==> config.mk <==
export PLATFORM = sky130hd
export DESIGN_NAME = simplified_des_block_cipher_unit_flat
export DESIGN_NICKNAME = d
export VERILOG_FILES = /design/src/rtl/sdes_pkg.sv /design/src/rtl/sdes_if.sv /design/src/rtl/sdes_key_sched.sv /design/src/rtl/sdes_round.sv /design/src/rtl/simplified_des_block_cipher_unit.sv /design/src/flat_wrapper.sv
export SDC_FILE = /design/constraint.sdc
export NUM_CORES = 1
export LEC_CHECK = 0
export BUFFER_PORTS_ARGS = -buffer_cell sky130_fd_sc_hd__buf_2
export CAP_MARGIN = 10
export CORE_MARGIN = 3
export CORE_UTILIZATION = 50
export DETAILED_ROUTE_END_ITERATION = 8
export PLACE_DENSITY = 0.72
export REMOVE_ABC_BUFFERS = 1
export SLEW_MARGIN = 20
export SYNTH_ARGS = -nofsm -noshare
export SYNTH_HDL_FRONTEND = slang
export SYNTH_HIERARCHICAL = 1
export SYNTH_SLANG_ARGS = --single-unit
==> constraint.sdc <==
create_clock -name clk_i -period 4.5 [get_ports clk_i]
set_input_delay 0.9 -clock clk_i [delete_from_list [all_inputs] [get_ports clk_i]]
set_output_delay 0.9 -clock clk_i [all_outputs]
set_load 0.01 [all_outputs]
==> src/rtl/sdes_pkg.sv <==
// S-DES package: permutation functions, S-box tables and shared types.
// No dependencies; sdes_key_sched, sdes_round and the top level import this package.
`default_nettype none

package sdes_pkg;

  // Subkeys in the order the two rounds use them
  typedef struct packed {
    logic [7:0] first;
    logic [7:0] second;
  } sdes_subkeys_t;

  // S-box tables, indexed [row][column]; S1 row 0 column 0 holds 1
  localparam logic [1:0] SBOX0 [0:3][0:3] = '{
    '{2'd1, 2'd0, 2'd3, 2'd2},
    '{2'd3, 2'd2, 2'd1, 2'd0},
    '{2'd0, 2'd2, 2'd1, 2'd3},
    '{2'd3, 2'd1, 2'd3, 2'd2}
  };

  localparam logic [1:0] SBOX1 [0:3][0:3] = '{
    '{2'd1, 2'd1, 2'd2, 2'd3},
    '{2'd2, 2'd0, 2'd1, 2'd3},
    '{2'd3, 2'd0, 2'd1, 2'd0},
    '{2'd2, 2'd1, 2'd0, 2'd3}
  };

  // P10 on the raw key
  function automatic logic [9:0] perm_p10(input logic [9:0] k);
    return {k[7], k[5], k[8], k[3], k[6], k[0], k[9], k[1], k[2], k[4]};
  endfunction

  // P8 selects 8 of the 10 rotated key bits
  function automatic logic [7:0] perm_p8(input logic [9:0] x);
    return {x[4], x[7], x[3], x[6], x[2], x[5], x[0], x[1]};
  endfunction

  // Initial permutation
  function automatic logic [7:0] perm_ip(input logic [7:0] b);
    return {b[6], b[2], b[5], b[7], b[4], b[0], b[3], b[1]};
  endfunction

  // Inverse of the initial permutation
  function automatic logic [7:0] perm_ipinv(input logic [7:0] x);
    return {x[4], x[7], x[5], x[3], x[1], x[6], x[0], x[2]};
  endfunction

  // Expansion of a half block to eight bits
  function automatic logic [7:0] perm_ep(input logic [3:0] h);
    return {h[0], h[3], h[2], h[1], h[2], h[1], h[0], h[3]};
  endfunction

  // P4 on the combined S-box outputs
  function automatic logic [3:0] perm_p4(input logic [3:0] s);
    return {s[2], s[0], s[1], s[3]};
  endfunction

  // Rotate a 5-bit half left by one
  function automatic logic [4:0] rot1(input logic [4:0] x);
    return {x[3:0], x[4]};
  endfunction

  // Rotate a 5-bit half left by two
  function automatic logic [4:0] rot2(input logic [4:0] x);
    return {x[2:0], x[4:3]};
  endfunction

endpackage

`default_nettype wire

==> src/rtl/sdes_if.sv <==
// Valid/ready channel interfaces for the S-DES unit: input word and result word.
// Depends on nothing; used by the top level.
`default_nettype none

interface sdes_in_if;
  logic       valid;
  logic       ready;
  logic       mode;
  logic [9:0] cipher_key;
  logic [7:0] data_block;

  modport source (output valid, output mode, output cipher_key, output data_block,
                  input ready);
  modport sink   (input valid, input mode, input cipher_key, input data_block,
                  output ready);
endinterface

interface sdes_out_if;
  logic       valid;
  logic       ready;
  logic [7:0] result_block;

  modport source (output valid, output result_block, input ready);
  modport sink   (input valid, input result_block, output ready);
endinterface

`default_nettype wire

==> src/rtl/sdes_key_sched.sv <==
// S-DES key schedule: P10, rotates and P8 to form both subkeys, ordered by mode.
// Depends on sdes_pkg.
`default_nettype none

module sdes_key_sched (
  input  wire logic                   mode_i,
  input  wire logic [9:0]             cipher_key_i,
  output sdes_pkg::sdes_subkeys_t     subkeys_o
);
  import sdes_pkg::*;

  logic [9:0] p10;
  logic [4:0] lh1, rh1, lh3, rh3;
  logic [7:0] k1, k2;

  // Derive both subkeys
  always_comb begin
    p10 = perm_p10(cipher_key_i);
    lh1 = rot1(p10[9:5]);
    rh1 = rot1(p10[4:0]);
    lh3 = rot2(lh1);
    rh3 = rot2(rh1);
    k1  = perm_p8({lh1, rh1});
    k2  = perm_p8({lh3, rh3});
  end

  // Swap the order for decryption; first subkey sits in the upper byte
  assign subkeys_o = mode_i ? {k2, k1} : {k1, k2};

endmodule

`default_nettype wire

==> src/rtl/sdes_round.sv <==
// S-DES round function fk: expansion, subkey XOR, S0/S1 lookup, P4.
// Depends on sdes_pkg.
`default_nettype none

module sdes_round (
  input  wire logic [3:0] half_i,
  input  wire logic [7:0] subkey_i,
  output logic      [3:0] f_o
);
  import sdes_pkg::*;

  logic [7:0] x;
  logic [1:0] s0, s1;

  // Expand, mix in the subkey and substitute
  always_comb begin
    x   = perm_ep(half_i) ^ subkey_i;
    s0  = SBOX0[{x[7], x[4]}][x[6:5]];
    s1  = SBOX1[{x[3], x[0]}][x[2:1]];
    f_o = perm_p4({s0, s1});
  end

endmodule

`default_nettype wire

==> src/rtl/simplified_des_block_cipher_unit.sv <==
// S-DES block cipher unit top level: input register, key schedule, two rounds,
// result register. Depends on sdes_pkg, sdes_if, sdes_key_sched, sdes_round.
//
//   channel  dir  payload                              word accepted when
//   in_i     in   mode, cipher_key[9:0], data_block[7:0] in_i.valid && in_i.ready
//   out_o    out  result_block[7:0]                    out_o.valid && out_o.ready
//
// One word per cycle sustained while out_o.ready stays high; an accepted input word
// is held in the input register, then moves to the result register to be presented.
// The input register feeds the key schedule and both rounds combinationally and
// the result register holds the output word. When the result is stalled the
// input register still takes one more word; input ready drops only when both
// registers are full. rst_ni clears the valid flags only; the data registers are not reset.
`default_nettype none

module simplified_des_block_cipher_unit (
  input  wire logic clk_i,
  input  wire logic rst_ni,
  sdes_in_if.sink   in_i,
  sdes_out_if.source out_o
);
  import sdes_pkg::*;

  logic          in_vld_q;
  logic          mode_q;
  logic [9:0]    key_q;
  logic [7:0]    blk_q;
  logic          out_vld_q;
  logic [7:0]    res_q;
  logic          advance;
  logic          in_rdy;

  sdes_subkeys_t subkeys;
  logic [7:0]    ip;
  logic [3:0]    f1, f2;
  logic [3:0]    r1, l2;
  logic [7:0]    res_d;

  // Handshake control
  assign advance     = !out_vld_q || out_o.ready;
  assign in_rdy      = !in_vld_q || advance;
  assign in_i.ready  = in_rdy;
  assign out_o.valid = out_vld_q;
  assign out_o.result_block = res_q;

  // Valid flags
  always_ff @(posedge clk_i or negedge rst_ni) begin
    if (!rst_ni) begin
      in_vld_q  <= 1'b0;
      out_vld_q <= 1'b0;
    end else begin
      if (in_rdy) begin
        in_vld_q <= in_i.valid;
      end
      if (advance) begin
        out_vld_q <= in_vld_q;
      end
    end
  end

  // Capture the input word
  always_ff @(posedge clk_i) begin
    if (in_i.valid && in_rdy) begin
      mode_q <= in_i.mode;
      key_q  <= in_i.cipher_key;
      blk_q  <= in_i.data_block;
    end
  end

  sdes_key_sched u_key_sched (
    .mode_i       (mode_q),
    .cipher_key_i (key_q),
    .subkeys_o    (subkeys)
  );

  assign ip = perm_ip(blk_q);

  // First round on the right half, then swap
  sdes_round u_round1 (
    .half_i   (ip[3:0]),
    .subkey_i (subkeys.first),
    .f_o      (f1)
  );

  assign r1 = ip[7:4] ^ f1;

  sdes_round u_round2 (
    .half_i   (r1),
    .subkey_i (subkeys.second),
    .f_o      (f2)
  );

  assign l2    = ip[3:0] ^ f2;
  assign res_d = perm_ipinv({l2, r1});

  // Hold the result word until taken
  always_ff @(posedge clk_i) begin
    if (advance && in_vld_q) begin
      res_q <= res_d;
    end
  end

endmodule

`default_nettype wire

==> src/flat_wrapper.sv <==
// flat-port wrapper written by rule: the top's interface ports become plain ports
module simplified_des_block_cipher_unit_flat import sdes_pkg::*;
  (clk_i, rst_ni, in_i_valid, in_i_mode, in_i_cipher_key, in_i_data_block, in_i_ready, out_o_valid, out_o_result_block, out_o_ready);
  sdes_in_if in_i_i ();
  sdes_out_if out_o_i ();
  input  wire logic clk_i;
  input  wire logic rst_ni;
  input wire logic [$bits(in_i_i.valid)-1:0] in_i_valid;
  input wire logic [$bits(in_i_i.mode)-1:0] in_i_mode;
  input wire logic [$bits(in_i_i.cipher_key)-1:0] in_i_cipher_key;
  input wire logic [$bits(in_i_i.data_block)-1:0] in_i_data_block;
  output wire logic [$bits(in_i_i.ready)-1:0] in_i_ready;
  output wire logic [$bits(out_o_i.valid)-1:0] out_o_valid;
  output wire logic [$bits(out_o_i.result_block)-1:0] out_o_result_block;
  input wire logic [$bits(out_o_i.ready)-1:0] out_o_ready;
  assign in_i_i.valid = in_i_valid;
  assign in_i_i.mode = in_i_mode;
  assign in_i_i.cipher_key = in_i_cipher_key;
  assign in_i_i.data_block = in_i_data_block;
  assign in_i_ready = in_i_i.ready;
  assign out_o_valid = out_o_i.valid;
  assign out_o_result_block = out_o_i.result_block;
  assign out_o_i.ready = out_o_ready;
  simplified_des_block_cipher_unit u_core (.clk_i(clk_i), .rst_ni(rst_ni), .in_i(in_i_i), .out_o(out_o_i));
endmodule
==> results.cfg <==
[place]
gp_congestion = 0.804
post-place-cells = 197
dp_hpwl_mm = 2.24
dp_slack_ns = 0.694
port_buffers = 32

[pwr]
leakage_nw = 0.863
total_power_mw = 0.871
pwr_density_cell_nw_per_um2 = 435
irDropWorstVdd_uv = 194

[synthesis]
yosys_warnings = 6
synthFlopType = edfxtp_1
ys_top_cells_by_area = edfxtp_1 46%, mux2_4 9.4%, xor2_1 8.0%
syn_inst = 122
synth.distinct_cells = 31
synth-edff-count = 27
ys_seq_area_frac = 0.492
synth_seq_cells = 29
yosysTopAreaCell = edfxtp_1
synth_area_um2 = 1750
synthArstFlopShare = 0.0690
synth_top_area_frac = 0.463
syn_avg_cell_area_um2 = 14.3

[cells_and_area]
n_antenna_cell = 0
fin_cells = 205
finalCoreUtilization = 0.625
synthToLayoutAreaGrowth_pct = 14.3
layout-drive-gt1-share = 0.398
nNetsFinal = 191

[route]
vias = 1030
dr.pass1.iters = 4
postRouteAntennaNets = 0
wl_per_cell_um = 13.7
drtIter0Drc = 47
drt-vias-per-instance = 5.02
drc = 0
routed_wl_mm = 2.80

[critical_path]
arrival_ns = 3.88
crit_top_cell = xor2_1
slowest_stage = mux4_2
critPathLaunchType = flip-flop
setup.worst_path.class = flip-flop to flip-flop
worst-path-max-fanout = 14
critPathRequiredTime_ns = 4.57
crit_chain = buf_4 -> mux2_2 -> xnor2_1 -> nand2_1 -> o211ai_1 -> o21a_1 -> xor2_1 -> xor2_1 -> inv_1 -> ha_1 -> mux4_2 -> xor2_1
end_kind = flip-flop
cpPeakStageDelay_ns = 0.48

[global_route]
grt_pass1_vias = 1069
use_met2 = 0.257
grt_use_met3 = 0.0427
grt_pass1_wl_mm = 4.86
grt_overflow = 0
grt_max_degree = 20
busiest_layer = met2
grtUsageTotal = 0.156
antenna_found_initial = 0
grt_use_met1 = 0.187

[floorplan]
coreArea_um2 = 3200
rows = 20
chipHeight_um = 65.2
ios = 33
initial_core_util = 0.546
die_area_um2 = 4250
dieWidth_um = 65.2

[clock_tree]
clk_latency_ns = 0.31
numCtsBuffers = 5
ctsRootBufferMaster = clkbuf_4
clock-sinks = 29
postCtsSetupBuffers = 0
cts_hold_buf = 0
max-clock-path-buffers = 2
ctsResizeCount = 0
clk_pin_slew_ns = 0.09
htree_levels = 2
cts_tree = yes

[timing]
rsz0062_at_grt = false
hold_viol_final = 0
fin_ws_ns = 0.681
period_share = 0.849
fin_crit_ns = 3.82
fmax_mhz = 262
fin_tns_setup_ns = 0
setup_viol_count_final = 0
relSlewSlack = 0.681
fin_skew_ns = 0.00706
maxSlewViolCount = 0
worst_pin_slew_ns = 0.475

[outcome]
status = completed

[job]
drv_cap = 0

[min_path]
hp-class = input port to asynchronous set/reset pin
==> logic make-up (layout without fill, tap and decap cells) <==
family	Yosys count	after routing	share of synthesized area
multiplexers	23	23	0.174
buffers and inverters	11	50	0.0372
adder cells (fa/ha/maj)	8	8	0.0572
AO/OA/AOI/OAI	12	12	0.0465
flip-flops	29	29	0.492
XOR/XNOR	24	24	0.133
AND/OR/NAND/NOR	15	15	0.0600
==> registers in the layout, summed over array words and instances, names as in the netlist <==
signal / cells
u_core/out_o.result_block: 8
u_core/in_vld_q: 1
u_core/blk_q: 8
u_core/out_o.valid: 1
u_core/mode_q: 1
u_core/key_q: 10
==> path summary, 6_finish.rpt <==
path	from	end	slack, ns	depth (start not counted)
worst min register to register	u_core/in_vld_q	u_core/out_o.valid	0.55	1
max in group asynchronous	rst_ni	u_core/in_vld_q	4.04	1
worst min-delay path	rst_ni	u_core/out_o.valid	0.36	1
min in group clk_i	u_core/in_vld_q	u_core/out_o.valid	0.55	1
worst max register to register	u_core/mode_q	u_core/out_o.result_block[7]	0.68	12
worst max-delay path	u_core/mode_q	u_core/out_o.result_block[7]	0.68	12
==> critical path: cells and delay by family, from the launching register on <==
kind            cells  cell delay, ns
compound gates      2            0.27
flops               1            0.40
simple gates        1            0.11
buf+inv             2            0.36
mux                 2            0.85
fa+ha+maj           1            0.29
xor+xnor            4            1.28
==> placed cells by master, fill, tap and decap left out, drive strengths merged, types with 2 or more instances in the layout <==
cell	Yosys	final
dfrtp	2	2
xor2	17	17
nand2b	5	5
edfxtp	27	27
buf	2	33
inv	9	9
o21ai	5	5
ha	8	8
o22ai	2	2
nand2	2	2
clkbuf	0	8
nor2	3	3
mux2	17	17
and2	2	2
xnor2	7	7
mux2i	5	5
==> area by class of cell <==
type | instances | area (um2)
timing repair buffer | 33 | 168
tap | 44 | 55.1
inverter | 9 | 33.8
multi-input combinational | 82 | 825
sequential | 29 | 861
fill | 275 | 1200
clock buffer | 8 | 58.8
==> cells in the mapped netlist, drive strengths merged, types with 2 or more instances <==
master and instances:
nand2 2, mux2 17, o22ai 2, dfrtp 2, o21ai 5, inv 9, ha 8, edfxtp 27
buf 2, xnor2 7, nand2b 5, and2 2, xor2 17, mux2i 5, nor2 3
==> power by group <==
| group | internal, mW | leakage, nW | switching, mW |
|---|---|---|---|
| logic | 0.166 | 0.550 | 0.183 |
| registers | 0.348 | 0.281 | 0.0157 |
| clock network | 0.0770 | 0.0326 | 0.0821 |
==> metrics by stage <==
step / hold slack [ns] / area [um2]
floorplan: 0.511 / 1720
CTS: 0.342 / 2000
detailed placement: 0.541 / 1940
finish: 0.359 / 2000
global placement: 0.523 / 1940
global route: 0.332 / 2000
==> layer usage <==
metal | part of all wire | wire, um
met1 | 0.43 | 1210
met2 | 0.50 | 1390
met3 | 0.051 | 143
met4 | 0.022 | 62
met5 | 0 | 0
Power figures use the tool's default switching activity.
